--- config.mk ---
export PLATFORM = sky130hd
export DESIGN_NAME = pli_cell
export DESIGN_NICKNAME = d
export VERILOG_FILES = /design/src/rtl/core/pli_cell.sv
export SDC_FILE = /design/constraint.sdc
export NUM_CORES = 1
export LEC_CHECK = 0
export BUFFER_PORTS_ARGS = -buffer_cell sky130_fd_sc_hd__buf_2
export CAP_MARGIN = 5
export CORE_ASPECT_RATIO = 1.75
export CORE_MARGIN = 2
export CORE_UTILIZATION = 37
export CTS_CLUSTER_DIAMETER = 60
export DETAILED_ROUTE_END_ITERATION = 12
export PLACE_DENSITY = 0.76
export SETUP_SLACK_MARGIN = 0.5
export SLEW_MARGIN = 20
export SYNTH_ARGS = -nofsm -noshare
export SYNTH_HDL_FRONTEND = slang
export SYNTH_SLANG_ARGS = --single-unit
--- constraint.sdc ---
create_clock -name clk_i -period 1.4 [get_ports clk_i]
set_input_delay 0 -clock clk_i [delete_from_list [all_inputs] [get_ports clk_i]]
set_output_delay 0 -clock clk_i [all_outputs]
set_load 0.1 [all_outputs]
--- src/rtl/core/pli_cell.sv ---
// One breakpoint cell of the point chain: holds x/y and passes them to its
// neighbor while the chain rotates. No dependencies.
`default_nettype none
module pli_cell #(
  parameter int unsigned VW = 16
) (
  input  wire logic          clk_i,
  input  wire logic          load_i,
  input  wire logic          shift_i,
  input  wire logic [VW-1:0] load_x_i,
  input  wire logic [VW-1:0] load_y_i,
  input  wire logic [VW-1:0] prev_x_i,
  input  wire logic [VW-1:0] prev_y_i,
  output logic      [VW-1:0] x_o,
  output logic      [VW-1:0] y_o
);
  logic [VW-1:0] x_q, y_q;

  always_ff @(posedge clk_i) begin
    if (load_i) begin
      x_q <= load_x_i;
      y_q <= load_y_i;
    end else if (shift_i) begin
      x_q <= prev_x_i;
      y_q <= prev_y_i;
    end
  end

  assign x_o = x_q;
  assign y_o = y_q;
endmodule
`default_nettype wire

==> results of run 1 <==
worst max-delay path by stage:
stage                     startpoint                end  slack [ps]
finish              y_o[2]$_DFFE_PP_             y_o[2]         520
global route        y_o[2]$_DFFE_PP_             y_o[2]         480
CTS                 y_o[5]$_DFFE_PP_             y_o[5]         480
detailed placement            load_i  x_o[14]$_DFFE_PP_         380
global placement              load_i  x_o[13]$_DFFE_PP_         420
floorplan           x_o[0]$_DFFE_PP_             x_o[0]         500
layout make-up:
class | instances | area, um2
clock buffer | 5 | 68.8
clock inverter | 3 | 13.8
fill | 325 | 1600
multi-input combinational | 33 | 478
sequential | 32 | 961
tap | 48 | 60.1
timing repair buffer | 100 | 722
state kept, by name, indices dropped and copies added (netlist names):
signal	flops
y_o	16
x_o	16
cells by family (layout without fill, tap and decap cells):
kind of cell | Yosys count | in the layout
buffers and inverters | 4 | 108
muxes | 32 | 32
and+or+nand+nor | 1 | 1
DFF | 32 | 32
routing by layer:
layer | vias to the layer above | global-route usage (%)
li1 | 473 | -
met1 | 453 | 11.7
met2 | 63 | 25.5
met3 | 8 | 6.25
met4 | 0 | 7.69
met5 | - | 0
stage by stage:
stage	util, %	hold WS [ps]
CTS	56.9	13.3
floorplan	-	217
global placement	51.7	300
finish	59.0	22.6
global route	59.0	4.16
detailed placement	51.7	303
repair_timing:
action / CTS / global route
gates resized for setup: 43 / 22
endpoints found under the setup margin: 32 / 29
gates cloned: 0 / 0
hold buffers: 0 / 0
cells in the mapped netlist:
master and count:
sky130_fd_sc_hd__edfxtp_1 32, sky130_fd_sc_hd__or2_1 1, sky130_fd_sc_hd__mux2_2 3, sky130_fd_sc_hd__mux2_4 29
sky130_fd_sc_hd__buf_12 3, sky130_fd_sc_hd__buf_6 1
power by group through the flow:
stage                     clock network [mW]  logic, mW  registers [mW]
after CTS                              0.668       1.22            1.22
final                                  0.643       1.26            1.23
after detailed placement                   0       1.13            1.22
after global placement                     0       1.12            1.22
after floorplan                            0      0.174            1.99
after global routing                   0.730       1.29            1.24
==> summary.txt, run 1 <==
Outcome
  – Outcome: finished, final reports clean

Logic synthesis
  – Seq/Total Area, Yosys: 63.7%
  – Yosys top cell area share: 63.7%
  – Count of unique library cells instantiated by Yosys: 6
  – Proportion of synthesized area in mux cells: 31.1%
  – Synth area leaders: sky130_fd_sc_hd__edfxtp_1, sky130_fd_sc_hd__mux2_4, sky130_fd_sc_hd__buf_12, sky130_fd_sc_hd__mux2_2, sky130_fd_sc_hd__buf_6
  – Number of warnings reported in the yosys synthesis log: 0
  – Dominant cell type by area after synthesis: sky130_fd_sc_hd__edfxtp_1
  – Area fraction in compound gates after synthesis: 0%
  – Adder and majority cell fraction of the synthesized area: 0%
  – Synthesized netlist cell count: 69
  – Number of nets in the synthesized netlist: 136
  – Synthesized area per cell: 21.9 um2
  – Post-synthesis register bit count: 32
  – Post-Syn Area: 0.00151 mm2
  – XOR/XNOR Fraction of Synth Area: 0%
  – Main combinational cell family by area after synthesis: multiplexers
  – Simple-gate share of the synthesized area: 0.415%

Die
  – Initial Utilization: 38.6%
  – Chip Width: 52.3 um
  – Number of top-level pins: 99
  – Die outline height: 88.4 um
  – Standard cell core area: 0.00390 mm2
  – Die Outline Area: 0.00462 mm2
  – Row Count: 30

GRT
  – GRT overflow: 0
  – Vias in the first global route: 1098
  – Global-route wire length before repair: 4.55 mm
  – Largest net degree at the start of global routing: 33
  – GRT Util Overall: 13.8%
  – Antenna violations before repair: 0

Placement
  – Cell area reported after detailed placement: 0.00202 mm2
  – Minimum setup slack after placement: 381 ps
  – Cells after DPL: 213
  – Final weighted congestion in routability-driven placement: 0.727
  – Port Buffer Count: 98
  – Detailed placer's ending HPWL: 2.38 mm

Power and ir drop
  – Combinational share of power: 40.2%
  – Switching power share of the total: 39.7%
  – Internal power: 1.89 mW
  – Overall Power: 3.13 mW
  – Sequential power share: 39.3%
  – Clock network power share: 20.5%
  – Worst-case vdd ir drop: 0.901 mV
  – Leakage component of the power: 1.09 nW
  – PD cells: 1360 mW/mm2
  – Net load switching power: 1.24 mW

Worst setup path
  – Largest incremental delay on the critical path: 410 ps
  – Nature of the critical path endpoint: output port
  – Worst Path Buf+Inv: 1
  – Critical setup path kind: flop to output port
  – Required time at the worst-slack endpoint: 1400 ps
  – Cell family with the largest share of critical-path delay: flip-flops
  – Arrival time at the worst endpoint: 880 ps
  – CP max FO: 1
  – Cell with the largest stage delay on the worst path: sky130_fd_sc_hd__edfxtp_1
  – Kind of start point of the critical path: flop
  – Cell breakdown of the critical path: buf_8
  – Logic depth of the worst setup path including buffers: 1

STA
  – Unrepaired setup endpoints after global routing: yes
  – Setup WS post-layout: 516 ps
  – Post-layout minimum cycle time: 884 ps
  – Relative slew margins: 71.5%
  – Number of setup violations in the final report: 0
  – Final-report max-slew violation count: 0
  – Final critical-path share of the clock period: 63.1%
  – Final Hold Fails: 0
  – Max Fclk: 1.13 GHz
  – Actual transition at the worst max-transition pin: 428 ps
  – TNS Setup: 0 ps

Route
  – Total wire length after detailed routing: 3.08 mm
  – DRT Pass-1 Iters: 4
  – Count of nets left with antenna violations after detail routing: 0
  – Routed metal-1 wirelength: 853 um
  – Routed vias: 997
  – Routed len/inst: 13.9 um
  – Total met3 wirelength after detailed routing: 302 um
  – DRT iter0 DRCs: 13
  – DRC Markers: 0
  – Via-to-Cell Ratio: 4.51
  – Highest metal layer used by the detailed router: met4
  – Met2 wire length: 1.86 mm

Finish
  – Fraction of final layout cells with drive strength greater than 1: 80.9%
  – Commonest non-fill, non-tap cell in the layout: sky130_fd_sc_hd__buf_2
  – Antenna Cells: 0
  – Total Nets Final: 239
  – Post-route cell area: 0.00230 mm2
  – Area added between synthesis and finish: 52.8%
  – Most frequent cells in the layout: sky130_fd_sc_hd__buf_2, sky130_fd_sc_hd__edfxtp_1, sky130_fd_sc_hd__buf_6
  – Number of standard cells in the final layout excluding fillers: 221

Clock tree
  – Post-CTS repair timing setup buffer count: 0
  – Buffers from clock root to sink, at most: 2
  – CTS tree: built
  – Htree depth: 2
  – Clock Pin Slew Worst Setup and Hold Paths: 60 ps
  – Number of clock sinks seen by CTS: 32
  – Buffer type at the clock tree root: sky130_fd_sc_hd__clkbuf_8
  – CTS buffer count: 5

Hold path
  – Hold Path End: y_o[0]$_DFFE_PP_
  – Cell depth of the worst hold path: 2
  – Hold WC Path Type: input pin to flop
  – Hold_sp: prev_y_i[0]

Run
  – Max-cap check violation count: 0
(Power assumes the default switching activity.)
==> inputs of run 2 (changes only) <==
clock period = 0.8 ns   (was 1.4 ns; I/O delays follow)
==> summary.txt, run 2 (same netlist as run 1, synthesis figures left out) <==
GRT
  – Antenna violations before repair: 0
  – Largest net degree at the start of global routing: 10
  – GRT Util Overall: 18.4%
  – GRT overflow: 0
  – Vias in the first global route: 1218
  – Global-route wire length before repair: 5.87 mm

Worst setup path
  – Cell with the largest stage delay on the worst path: sky130_fd_sc_hd__edfxtp_1
  – CP max FO: 1
  – Required time at the worst-slack endpoint: 800 ps
  – Kind of start point of the critical path: flop
  – Nature of the critical path endpoint: output port
  – Worst Path Buf+Inv: 1
  – Largest incremental delay on the critical path: 430 ps
  – Arrival time at the worst endpoint: 900 ps
  – Cell breakdown of the critical path: buf_12
  – Cell family with the largest share of critical-path delay: flip-flops
  – Critical setup path kind: flop to output port

Route
  – DRT Pass-1 Iters: 3
  – Routed len/inst: 17.5 um
  – Routed vias: 1072
  – Total wire length after detailed routing: 3.98 mm
  – Via-to-Cell Ratio: 4.70
  – DRC Markers: 0
  – DRT iter0 DRCs: 14
  – Count of nets left with antenna violations after detail routing: 0

Die
  – Number of top-level pins: 99
  – Chip Width: 52.3 um
  – Standard cell core area: 0.00390 mm2
  – Die outline height: 88.4 um
  – Row Count: 30
  – Die Outline Area: 0.00462 mm2
  – Initial Utilization: 38.6%

Hold path
  – Hold WC Path Type: input pin to flop

Finish
  – Number of standard cells in the final layout excluding fillers: 228
  – Most frequent cells in the layout: sky130_fd_sc_hd__buf_2, sky130_fd_sc_hd__buf_12, sky130_fd_sc_hd__mux2_4, sky130_fd_sc_hd__edfxtp_1, sky130_fd_sc_hd__clkbuf_8
  – Total Nets Final: 247
  – Commonest non-fill, non-tap cell in the layout: sky130_fd_sc_hd__buf_2
  – Antenna Cells: 0
  – Area added between synthesis and finish: 82.9%
  – Fraction of final layout cells with drive strength greater than 1: 81.7%
  – Post-route cell area: 0.00276 mm2

Placement
  – Cell area reported after detailed placement: 0.00252 mm2
  – Port Buffer Count: 98
  – Cells after DPL: 214
  – Final weighted congestion in routability-driven placement: 0.716
  – Minimum setup slack after placement: -177 ps

STA
  – Actual transition at the worst max-transition pin: 140 ps
  – Final-report max-slew violation count: 0
  – Post-layout minimum cycle time: 904 ps
  – Final Hold Fails: 0
  – Unrepaired setup endpoints after global routing: yes
  – Number of setup violations in the final report: 32
  – Setup WS post-layout: -104 ps
  – Max Fclk: 1.11 GHz
  – Final critical-path share of the clock period: 113%
  – TNS Setup: -2770 ps
  – Relative slew margins: 90.7%

Clock tree
  – Buffers from clock root to sink, at most: 2
  – Clock Pin Slew Worst Setup and Hold Paths: 60 ps
  – Number of clock sinks seen by CTS: 32
  – Hold buffers post-CTS: 0
  – Htree depth: 2
  – CTS tree: built
  – Buffer type at the clock tree root: sky130_fd_sc_hd__clkbuf_8
  – CTS buffer count: 5

Outcome
  – Failing checks: setup timing
  – Outcome: finished, violations left

Power and ir drop
  – Overall Power: 6.04 mW
  – PD cells: 2190 mW/mm2
  – Worst-case vdd ir drop: 1.31 mV
  – Leakage component of the power: 1.28 nW

Run
  – Max-cap check violation count: 0
run 2: path summary, 6_finish.rpt:
path / start / end / slack (ps) / cells after the start
hold / removal: prev_y_i[4] / y_o[4]$_DFFE_PP_ / 20 / 2
setup / recovery: x_o[14]$_DFFE_PP_ / x_o[14] / -100 / 1
run 2: stage by stage:
step	hold WS (ps)	util [%]
6_report	21.1	70.6
3_3_place_gp	299	64.6
4_1_cts	15.6	70.4
5_1_grt	5.95	70.6
3_5_place_dp	304	64.6
2_1_floorplan	217	-
run 2: area by class of cell:
type,count,area (um2)
Clock buffer,6,72.6
Clock inverter,1,5.00
Fill cell,262,1150
Multi-Input combinational cell,36,515
Sequential cell,32,961
Tap cell,48,60.1
Timing Repair Buffer,105,1140
run 2: what timing repair did:
| action | CTS | global route |
|---|---|---|
| setup buffers | 2 | 0 |
| gates resized for setup | 19 | 1 |
| endpoints found under the setup margin | 96 | 96 |
| gates cloned | 5 | 0 |
| pin swaps | 3 | 1 |
run 2: routing by layer:
layer  GRT usage, %  vias to the layer above  share of wire [%]
met5              0                        -                  0
met3           6.25                       13                8.4
li1               -                      494                  -
met2           35.0                       68                 59
met4           7.93                        0                3.0
met1           17.0                      497                 30
run 2: power by group:
group          internal, mW  leakage (nW)  switching [mW]
sequential             2.07         0.326           0.158
combinational          1.07         0.916            1.61
clock                 0.590        0.0410           0.549
total                  3.73          1.28            2.31
