## config.mk

```make
export PLATFORM = sky130hd
export DESIGN_NAME = pli_divider
export DESIGN_NICKNAME = d
export VERILOG_FILES = /design/src/rtl/core/pli_divider.sv
export SDC_FILE = /design/constraint.sdc
export NUM_CORES = 1
export LEC_CHECK = 0
export BUFFER_PORTS_ARGS = -buffer_cell sky130_fd_sc_hd__buf_2
export CELL_PAD_IN_SITES_DETAIL_PLACEMENT = 1
export CELL_PAD_IN_SITES_GLOBAL_PLACEMENT = 2
export CORE_MARGIN = 2
export CORE_UTILIZATION = 33
export CTS_BUF_LIST = sky130_fd_sc_hd__clkbuf_2
export DETAILED_ROUTE_END_ITERATION = 12
export PLACE_DENSITY_LB_ADDON = 0.08
export SETUP_SLACK_MARGIN = 0.02
export SLEW_MARGIN = 10
export SYNTH_ARGS = -nofsm -noshare
export SYNTH_HDL_FRONTEND = slang
export SYNTH_SLANG_ARGS = --single-unit
```

## constraint.sdc

```tcl
create_clock -name clk_i -period 2.7 [get_ports clk_i]
set_clock_uncertainty 0.2 [all_clocks]
set_input_delay 0.54 -clock clk_i [delete_from_list [all_inputs] [get_ports clk_i]]
set_output_delay 0.54 -clock clk_i [all_outputs]
set_load 0.01 [all_outputs]
```

## src/rtl/core/pli_divider.sv

```systemverilog
// Restoring unsigned divider, one quotient bit a cycle: floor(num / den).
// No dependencies.
`default_nettype none
module pli_divider #(
  parameter int unsigned NW = 34,
  parameter int unsigned DW = 17
) (
  input  wire logic          clk_i,
  input  wire logic          rst_ni,
  input  wire logic          start_i,
  input  wire logic [NW-1:0] num_i,
  input  wire logic [DW-1:0] den_i,
  output logic               done_o,
  output logic      [NW-1:0] quo_o
);
  localparam int unsigned CntW = $clog2(NW + 1);
  logic [NW-1:0]   quo_q, quo_d;
  logic [DW:0]     rem_q, rem_d;
  logic [DW-1:0]   den_q;
  logic [CntW-1:0] cnt_q, cnt_d;
  logic            run_q, run_d, done_q, done_d;
  logic [DW:0]     trial;

  always_comb begin
    quo_d  = quo_q;
    rem_d  = rem_q;
    cnt_d  = cnt_q;
    run_d  = run_q;
    done_d = 1'b0;
    trial  = {rem_q[DW-1:0], quo_q[NW-1]};
    if (start_i) begin
      quo_d = num_i;
      rem_d = '0;
      cnt_d = CntW'(NW);
      run_d = 1'b1;
    end else if (run_q) begin
      quo_d = {quo_q[NW-2:0], 1'b0};
      if (trial >= {1'b0, den_q}) begin
        rem_d    = trial - {1'b0, den_q};
        quo_d[0] = 1'b1;
      end else begin
        rem_d = trial;
      end
      cnt_d = cnt_q - 1'b1;
      if (cnt_q == CntW'(1)) begin
        run_d  = 1'b0;
        done_d = 1'b1;
      end
    end
  end

  always_ff @(posedge clk_i or negedge rst_ni) begin
    if (!rst_ni) begin
      run_q  <= 1'b0;
      done_q <= 1'b0;
      cnt_q  <= '0;
    end else begin
      run_q  <= run_d;
      done_q <= done_d;
      cnt_q  <= cnt_d;
    end
  end

  always_ff @(posedge clk_i) begin
    quo_q <= quo_d;
    rem_q <= rem_d;
    if (start_i) den_q <= den_i;
  end

  assign done_o = done_q;
  assign quo_o  = quo_q;
endmodule
`default_nettype wire

```

==> results.sh, run 1 <==
export IMPL_yosysSeqAreaShare=0.528
export IMPL_routed_wl_um=10100
export IMPL_die_y_um=113
export IMPL_cts_buffers=9
export IMPL_grt_antenna_before_repair=0
export IMPL_max_freq_ghz=0.374
export IMPL_drc=2
export IMPL_power_density_nw_per_um2=526
export IMPL_synth_compound_area_share=0.114
export IMPL_drt_iter0_markers=93
export IMPL_gp_congestion=0.755
export IMPL_via_per_inst=4.86
export IMPL_hold_path_class="input port to asynchronous set/reset pin"
export IMPL_place_hpwl_um=6750
export IMPL_yosys_warnings=0
export IMPL_synth_top_cell_area_share=0.390
export IMPL_hold_violations=0
export IMPL_rr_worst_depth=9
export IMPL_violations="design-rule violations"
export IMPL_clkLatencyLatePin_ns=0.59
export IMPL_core_um2=11500
export IMPL_regArea_um2=2070
export IMPL_regToRegSetupSlack_ns=0.02
export IMPL_diodes=0
export IMPL_cts_tree="yes"
export IMPL_drv_cap=0
export IMPL_rows=39
export IMPL_cp_end_kind="flop"
export IMPL_grt_start_max_net_pins=35
export IMPL_worstMarginPinSlew_ns=0.741
export IMPL_synthSimpleGateAreaFrac=0.0928
export IMPL_critPathRequiredTime_ns=3.02
export IMPL_clock_path_buffers=2
export IMPL_grt_setup_unrepaired="true"
export IMPL_ys_ff_latch=76
export IMPL_start_util=0.341
export IMPL_routed_via_count=3123
export IMPL_finalCriticalPeriod_ns=2.68
export IMPL_routedWlPerCell_um=15.8
export IMPL_max_stage_delay_ns=0.47
export IMPL_overflow=0
export IMPL_synth_net_count=409
export IMPL_final_fill_count=1276
export IMPL_multi_input_area_um2=1750
export IMPL_worst_ir_drop_vdd_v=0.000412
export IMPL_path_class="flop to flop"
export IMPL_synthToLayoutAreaGrowth_pct=37.7
export IMPL_post_place_ws_ns=-0.0226
export IMPL_p_leak_nw=2.39
export IMPL_crit_fanout=6
export IMPL_cp_cell_sequence="inv_1, ha_1, nand3_1, o41ai_2, a21oi_4, buf_4, clkbuf_16, or3_1, o31ai_1"
export IMPL_grt_pass1_vias=3442
export IMPL_period_share=0.992
export IMPL_clk_pin_slew_ns=0.22
export IMPL_yosys_cell_types_count=46
export IMPL_syn_inst=335
export IMPL_clock_sinks=76
export IMPL_design_area_um2=5400
export IMPL_synthMuxAreaShare=0.123
export IMPL_slowest_stage="o41ai_2"
export IMPL_synth_cell_area_um2=3920
export IMPL_cts_htree_levels=3
export IMPL_setup_viol=0
export IMPL_syn_avg_cell_area_um2=11.7
export IMPL_crit_arrival_ns=3.00
export IMPL_timing_slew_headroom=0.505
export IMPL_die_w_um=113
export IMPL_nets=569
export IMPL_synth_top_family_by_area="multiplexers"
export IMPL_critPathLaunchType="flop"
export IMPL_port_buffers=88
export IMPL_worst_slack_ns=0.0227
export IMPL_synth_area_top_cells="edfxtp_1, mux2_2, dfxtp_1"
export IMPL_grt_pass1_wl_um=17000
export IMPL_timing_hold_ws_ns=0.0800
export IMPL_drtAntennaViolNets=0
export IMPL_synth_xor_area_frac=0.0380
export IMPL_die_area_um2=12800
export IMPL_yosysTopAreaCell="edfxtp_1"
export IMPL_dr_pass1_iters=8
export IMPL_layout_drive_gt1_share=0.350
export IMPL_synth_adder_area_share=0.0657
export IMPL_status="complete, but fails checks"
export IMPL_place_area_um2=4630
export IMPL_root_buffer="clkbuf_2"
export IMPL_track_usage=0.171
export IMPL_r2r_start="den_q[9]$_DFFE_PP_"
export IMPL_ios=89
export IMPL_finalMaxSlewViolations=0
export IMPL_reg2reg_to="rem_q[15]$_SDFFE_PP0P_"
cells in the final DEF (no fill, tap or decap), types with 4 or more instances in the layout:
| cell | n |
|---|---|
| mux2i_1 | 8 |
| a211oi_1 | 9 |
| nor3_1 | 6 |
| xor2_1 | 7 |
| a21oi_2 | 4 |
| nand2b_1 | 6 |
| mux2_2 | 33 |
| nor2_1 | 24 |
| ha_1 | 18 |
| buf_4 | 18 |
| inv_1 | 25 |
| xnor2_1 | 10 |
| dfrtp_1 | 8 |
| nand3_1 | 4 |
| buf_2 | 88 |
| dfxtp_1 | 17 |
| a21oi_1 | 12 |
| edfxtp_1 | 51 |
| a32oi_1 | 7 |
| clkbuf_2 | 10 |
| dlygate4sd3_1 | 52 |
| nand2_1 | 19 |
| o21ai_1 | 9 |
| o21ai_0 | 10 |
per-stage QoR:
stage	utilization	setup TNS (ns)	power (mW)	cells
global placement	0.402	0	2.01	568
detailed placement	0.402	-0.0332	2.02	568
global route	0.469	-2.22	3.02	643
floorplan	-	0	1.81	335
CTS	0.462	0	2.88	638
finish	0.469	0	2.84	643
cell type report:
class | count | share of cell area
sequential | 76 | 0.384
multi-input combinational | 221 | 0.325
timing repair buffer | 161 | 0.215
tap | 143 | 0.0331
inverter | 26 | 0.0181
clock inverter | 6 | 0.0162
clock buffer | 10 | 0.00927
layer usage:
layer	global-route usage	vias up	wire length, um
met3	0.0600	11	649
met1	0.208	1493	4530
met2	0.278	75	4790
li1	-	1544	-
met5	0	-	0
met4	0.0683	0	172
cell usage after synthesis (all sizes together):
cell / number
nor2: 24
o21ai: 19
or3b: 1
dfxtp: 17
mux2i: 10
nor2b: 3
buf: 3
nor4b: 1
nand3b: 1
and2: 2
a21o: 1
nand2b: 7
xnor2: 10
clkbuf: 9
o21ba: 1
a2111oi: 1
nand4b: 2
ha: 19
or4b: 1
nor4: 1
inv: 26
dfrtp: 8
o211ai: 1
fa: 1
nor3: 6
a32oi: 7
a21boi: 1
edfxtp: 51
or3: 2
xor2: 7
a21oi: 17
o31ai: 3
a211oi: 11
nand2: 19
o41ai: 1
nand3: 4
mux2: 34
a211o: 1
o22ai: 1
nand4: 1
worst max-delay path, delay by kind of cell (launching register included):
| kind | cells | cell delay, ns |
|---|---|---|
| AND/OR/NAND/NOR | 2 | 0.53 |
| adder cells (fa/ha/maj) | 1 | 0.37 |
| AO/OA/AOI/OAI | 3 | 0.76 |
| flip-flops | 1 | 0.39 |
| buffers and inverters | 3 | 0.36 |
repair_timing:
item | CTS | global route
endpoints found under the hold margin | 59 | 0
gates cloned | 0 | 1
setup endpoints to repair | 7 | 18
gates resized for setup | 4 | 7
pin swaps | 7 | 3
buffers inserted | 2 | 4
hold buffers | 52 | 0
how the worst max path moves through the flow:
| stage | start | endpoint | slack (ns) |
|---|---|---|---|
| after global routing | quo_o[33]$_DFFE_PP_ | rem_q[6]$_SDFFE_PP0P_ | -0.20 |
| after CTS | quo_o[33]$_DFFE_PP_ | rem_q[7]$_SDFFE_PP0P_ | 0.03 |
| after global placement | quo_o[33]$_DFFE_PP_ | rem_q[0]$_SDFFE_PP0P_ | 0.08 |
| after detailed placement | quo_o[33]$_DFFE_PP_ | rem_q[0]$_SDFFE_PP0P_ | -0.02 |
| after floorplan | quo_o[33]$_DFFE_PP_ | rem_q[0]$_SDFFE_PP0P_ | 0.02 |
| final | den_q[9]$_DFFE_PP_ | rem_q[15]$_SDFFE_PP0P_ | 0.02 |
cell families after synthesis:
logic type                 Yosys count
xor gates and xnor gates            17
AOI/OAI and AO/OA                   65
and+or+nand+nor                     75
adders and majority gates           20
muxes                               44
DFF                                 76
buffers and inverters               38
sequential cells by signal (all words and copies together), names as in the netlist:
register,cells
rem_q,17
done_o,1
cnt_q,6
quo_o,34
den_q,17
run_q,1
where the power goes:
group | internal, mW | switching, mW | total (mW)
registers | 1.36 | 0.0661 | 1.43
logic | 0.342 | 0.312 | 0.654
clock network | 0.309 | 0.451 | 0.760
Note: power is estimated with default switching activity, not from simulation.
==> run 2, diff against run 1 <==
Settings changed: RECOVER_POWER set to 50.
==> run 2 against run 1 <==
  * The flow still finishes with violations (design-rule violations)
  * Die area stayed put
  * Sequential power hardly changed
  * Design area hardly changed
  * Worst hold slack better by 0.087 ns
  * Register-to-register slack hardly changed
  * Non-clock buffer count stayed put
  * Utilization hardly changed
  * Final cell count stayed put
  * Combinational power hardly changed
  * Maximum frequency stayed put
  * Critical path type unchanged
==> results.sh, run 2 (synthesized netlist as in run 1, its figures left out) <==
export IMPL_status="complete, but fails checks"
export IMPL_violations="design-rule violations"
export IMPL_clock_sinks=76
export IMPL_routedWlPerCell_um=15.7
export IMPL_hold_violations=0
export IMPL_worstMarginPinSlew_ns=0.741
export IMPL_p_leak_nw=2.38
export IMPL_max_freq_ghz=0.374
export IMPL_clk_pin_slew_ns=0.22
export IMPL_grt_start_max_net_pins=35
export IMPL_via_per_inst=4.85
export IMPL_root_buffer="clkbuf_2"
export IMPL_slowest_stage="o41ai_2"
export IMPL_path_class="flop to flop"
export IMPL_final_common_cell="buf_2"
export IMPL_die_y_um=113
export IMPL_clkLatencyLatePin_ns=0.59
export IMPL_finalCriticalPeriod_ns=2.68
export IMPL_clock_path_buffers=2
export IMPL_cts_htree_levels=3
export IMPL_hold_path_class="input port to asynchronous set/reset pin"
export IMPL_regToRegSetupSlack_ns=0.02
export IMPL_drtAntennaViolNets=0
export IMPL_crit_arrival_ns=3.00
export IMPL_period_share=0.992
export IMPL_design_area_um2=5400
export IMPL_diodes=0
export IMPL_rr_worst_depth=9
export IMPL_dr_pass1_iters=8
export IMPL_place_hpwl_um=6750
export IMPL_rows=39
export IMPL_layout_drive_gt1_share=0.346
export IMPL_cts_tree="yes"
export IMPL_worst_ir_drop_vdd_v=0.000412
export IMPL_grt_pass1_vias=3442
export IMPL_drt_iter0_markers=93
export IMPL_overflow=0
export IMPL_grt_setup_unrepaired="true"
export IMPL_routed_via_count=3121
export IMPL_setup_viol=0
export IMPL_crit_fanout=6
export IMPL_cp_end_kind="flop"
export IMPL_mostFrequentLayoutCells="buf_2, dlygate4sd3_1, edfxtp_1"
export IMPL_gp_congestion=0.755
export IMPL_place_area_um2=4630
export IMPL_grt_antenna_before_repair=0
export IMPL_core_um2=11500
export IMPL_r2r_start="den_q[9]$_DFFE_PP_"
export IMPL_die_area_um2=12800
export IMPL_cts_buffers=9
export IMPL_finalSetupTns_ns=0
export IMPL_die_w_um=113
export IMPL_timing_slew_headroom=0.505
export IMPL_largest_reg_flops=34
export IMPL_start_util=0.341
export IMPL_drc=2
export IMPL_ios=89
export IMPL_track_usage=0.171
export IMPL_drv_cap=0
export IMPL_routed_wl_um=10100
export IMPL_finalMaxSlewViolations=0
export IMPL_grt_pass1_wl_um=17000
export IMPL_critPathLaunchType="flop"
export IMPL_critPathRequiredTime_ns=3.02
export IMPL_reg2reg_to="rem_q[15]$_SDFFE_PP0P_"
export IMPL_cp_cell_sequence="inv_1, ha_1, nand3_1, o41ai_2, a21oi_4, buf_4, clkbuf_16, or3_1, o31ai_1"
export IMPL_synthToLayoutAreaGrowth_pct=37.6
export IMPL_nets=569
export IMPL_port_buffers=88
export IMPL_power_density_nw_per_um2=527
export IMPL_max_stage_delay_ns=0.47
run 2: changes by cell type in the layout (fill, tap and decap cells not counted), sizes merged:
cell and delta:
buf -2, clkbuf +2
run 2: what timing repair did:
action	4_1_cts	5_1_grt
hold buffers	52	0
cloned	0	1
pin swaps	7	3
buffers inserted	2	4
endpoints found under the setup margin	7	18
hold endpoints to repair	59	0
gates resized for setup	4	7
run 2: worst max-delay path by stage:
stage / slack [ns] / cells after the start / from / to
2_1_floorplan: 0.02 / 11 / quo_o[33]$_DFFE_PP_ / rem_q[0]$_SDFFE_PP0P_
3_3_place_gp: 0.08 / 11 / quo_o[33]$_DFFE_PP_ / rem_q[0]$_SDFFE_PP0P_
3_5_place_dp: -0.02 / 11 / quo_o[33]$_DFFE_PP_ / rem_q[0]$_SDFFE_PP0P_
4_1_cts: 0.03 / 12 / quo_o[33]$_DFFE_PP_ / rem_q[7]$_SDFFE_PP0P_
5_1_grt: -0.20 / 13 / quo_o[33]$_DFFE_PP_ / rem_q[6]$_SDFFE_PP0P_
6_report: 0.02 / 9 / den_q[9]$_DFFE_PP_ / rem_q[15]$_SDFFE_PP0P_
run 2: area by class of cell:
type	instances	area (um^2)
multi-input combinational	221	1750
inverter	26	97.6
clock buffer	10	50.0
tap	143	179
sequential	76	2070
clock inverter	6	87.6
timing repair buffer	161	1160
fill	1278	6120
run 2: per-stage QoR:
step / cells / total power, mW / hold WS, ns / setup WS [ns] / util
after global placement: 568 / 2.01 / 0.195 / 0.0797 / 0.402
after CTS: 638 / 2.88 / 0.0115 / 0.0281 / 0.462
after floorplan: 335 / 1.81 / 0.0444 / 0.0183 / -
after global routing: 643 / 3.02 / 0.142 / -0.199 / 0.469
final: 643 / 2.84 / 0.167 / 0.0227 / 0.469
after detailed placement: 568 / 2.02 / 0.202 / -0.0226 / 0.402
run 2: critical path: cells and delay by family, from the launching register on:
kind	cells	cell delay, ns
AOI/OAI and AO/OA	3	0.76
adders and majority gates	1	0.37
buffers and inverters	3	0.36
and+or+nand+nor	2	0.53
DFF	1	0.39
run 2: power breakdown:
group | switching, mW | internal [mW] | total [mW]
clock | 0.450 | 0.309 | 0.760
sequential | 0.0661 | 1.36 | 1.43
combinational | 0.312 | 0.341 | 0.653
run 2: metal layers:
layer / part of all wire / wire [um] / GRT usage / up-vias
met3: 0.064 / 649 / 0.0600 / 11
met2: 0.47 / 4780 / 0.278 / 75
met4: 0.017 / 172 / 0.0683 / 0
met5: 0 / 0 / 0 / -
met1: 0.45 / 4530 / 0.208 / 1491
li1: - / - / - / 1544
==> run 3, diff against run 2 <==
Settings changed: CORE_UTILIZATION 33 to 25, HOLD_SLACK_MARGIN set to 0.02.
==> run 3 against run 2 <==
  * The run ends with negative setup slack left
  * Register-to-register slack worse by 0.04 ns
  * Worst hold slack got worse by 0.060 ns
  * Design area rose by 2.5%
  * Sequential power barely moved
  * Non-clock buffer count is 1 higher
  * Global-route usage down 3.4 points
  * Worst setup slack lost 0.063 ns
  * Utilization fell by 11 points
  * Maximum frequency fell by 2.3%
==> results.sh, run 3 (synthesized netlist as in run 1, its figures left out) <==
export IMPL_dp_cells=637
export IMPL_root_buffer="clkbuf_2"
export IMPL_start_util=0.257
export IMPL_synthToLayoutAreaGrowth_pct=41.0
export IMPL_grt_setup_unrepaired="true"
export IMPL_worst_ir_drop_vdd_v=0.000289
export IMPL_grt_start_max_net_pins=48
export IMPL_worstMarginPinSlew_ns=1.19
export IMPL_p_leak_nw=2.43
export IMPL_drc=0
export IMPL_hold_violations=0
export IMPL_port_buffers=88
export IMPL_ios=89
export IMPL_cp_end_kind="flop"
export IMPL_overflow=0
export IMPL_grt_pass1_vias=3512
export IMPL_drtAntennaViolNets=0
export IMPL_final_common_cell="buf_2"
export IMPL_cts_tree="yes"
export IMPL_crit_arrival_ns=2.89
export IMPL_drv_cap=0
export IMPL_violations="negative setup slack"
export IMPL_finalMaxSlewViolations=0
export IMPL_max_freq_ghz=0.365
export IMPL_drt_iter0_markers=93
export IMPL_power_density_nw_per_um2=530
export IMPL_finalCriticalPeriod_ns=2.74
export IMPL_place_hpwl_um=7410
export IMPL_slowest_stage="clkbuf_2"
export IMPL_layout_drive_gt1_share=0.354
export IMPL_setup_viol=35
export IMPL_grt_antenna_before_repair=0
export IMPL_dr_pass1_iters=4
export IMPL_gp_congestion=0.770
export IMPL_critPathLaunchType="input port"
export IMPL_max_stage_delay_ns=0.97
export IMPL_timing_slew_headroom=0.205
export IMPL_clock_path_buffers=2
export IMPL_grt_pass1_wl_um=17600
export IMPL_status="complete, but fails checks"
export IMPL_via_per_inst=4.40
export IMPL_nets=570
export IMPL_final_fill_count=1692
export IMPL_die_y_um=129
export IMPL_finalPower_mw=2.93
export IMPL_cts_buffers=9
export IMPL_period_share=1.01
export IMPL_clock_sinks=76
export IMPL_clkLatencyLatePin_ns=0.56
export IMPL_mostFrequentLayoutCells="buf_2, dlygate4sd3_1, edfxtp_1"
export IMPL_diodes=0
export IMPL_rows=45
export IMPL_routed_wl_um=10700
export IMPL_critPathRequiredTime_ns=2.85
export IMPL_largest_reg_flops=34
export IMPL_layout_cells_non_filler=711
export IMPL_track_usage=0.137
export IMPL_cts_htree_levels=3
export IMPL_multi_input_area_um2=1800
export IMPL_die_w_um=129
export IMPL_finalSetupTns_ns=-0.721
export IMPL_routed_via_count=3127
export IMPL_crit_fanout=47
export IMPL_die_area_um2=16700
export IMPL_worst_slack_ns=-0.0404
export IMPL_core_um2=15300
export IMPL_routedWlPerCell_um=15.0
export IMPL_hold_path_class="input port to flop"
export IMPL_regArea_um2=2070
export IMPL_path_class="input port to flop"
export IMPL_cp_cell_sequence="dlygate4sd3_1, clkbuf_1, clkbuf_2, mux2_2"
export IMPL_clk_pin_slew_ns=0.22
-- run 3: path summary, 6_finish.rpt --
| check | start | to | cells after the start | slack (ns) |
|---|---|---|---|---|
| worst max-delay path | start_i | quo_o[7]$_DFFE_PP_ | 4 | -0.04 |
| worst min register to register | rem_q[2]$_SDFFE_PP0P_ | rem_q[2]$_SDFFE_PP0P_ | 2 | 0.30 |
| worst min-delay path | num_i[0] | quo_o[0]$_DFFE_PP_ | 3 | 0.11 |
| max in group asynchronous | rst_ni | cnt_q[0]$_DFFE_PN0P_ | 2 | 1.77 |
| min in group asynchronous | rst_ni | cnt_q[1]$_DFFE_PN0P_ | 2 | 0.20 |
| worst max register to register | quo_o[33]$_DFFE_PP_ | rem_q[0]$_SDFFE_PP0P_ | 11 | -0.02 |
-- run 3: cell type report --
type	count	area share
clock inverters	5	0.0183
clock buffers	10	0.00905
well taps	211	0.0477
multi-input cells	221	0.325
inverters	26	0.0176
flip-flops and latches	76	0.375
repair buffers	162	0.208
-- run 3: critical path, delay by kind of cell --
kind,cells,cell delay [ns]
buffers and inverters,3,1.88
muxes,1,0.43
-- run 3: power breakdown --
part | switching (mW) | leakage [nW] | internal (mW)
Sequential | 0.0661 | 0.761 | 1.36
Combinational | 0.326 | 1.59 | 0.346
Clock | 0.434 | 0.0857 | 0.394
Total | 0.826 | 2.43 | 2.10
-- run 3: through the flow --
| step | hold slack (ns) | util | cell area (um^2) | setup slack (ns) |
|---|---|---|---|---|
| after floorplan | 0.0444 | - | 3930 | 0.0183 |
| after global placement | 0.198 | 0.309 | 4720 | 0.0640 |
| after detailed placement | 0.199 | 0.309 | 4720 | -0.0217 |
| after CTS | 0.0220 | 0.356 | 5440 | -0.0266 |
| after global routing | 0.0254 | 0.362 | 5530 | -0.194 |
| final | 0.107 | 0.362 | 5530 | -0.0404 |
-- run 3: per-layer routing --
metal	up-vias	global-route usage	routed length [um]
met5	-	0	0
met4	0	0.0326	92
met3	7	0.0607	741
met2	82	0.228	5030
met1	1494	0.162	4820
li1	1544	-	-
-- run 3: timing repair --
item,in CTS,in global routing
hold endpoints to repair,58,1
gates resized for setup,2,16
buffers inserted,5,2
pin swaps,3,8
hold buffers,51,1
endpoints found under the setup margin,11,18
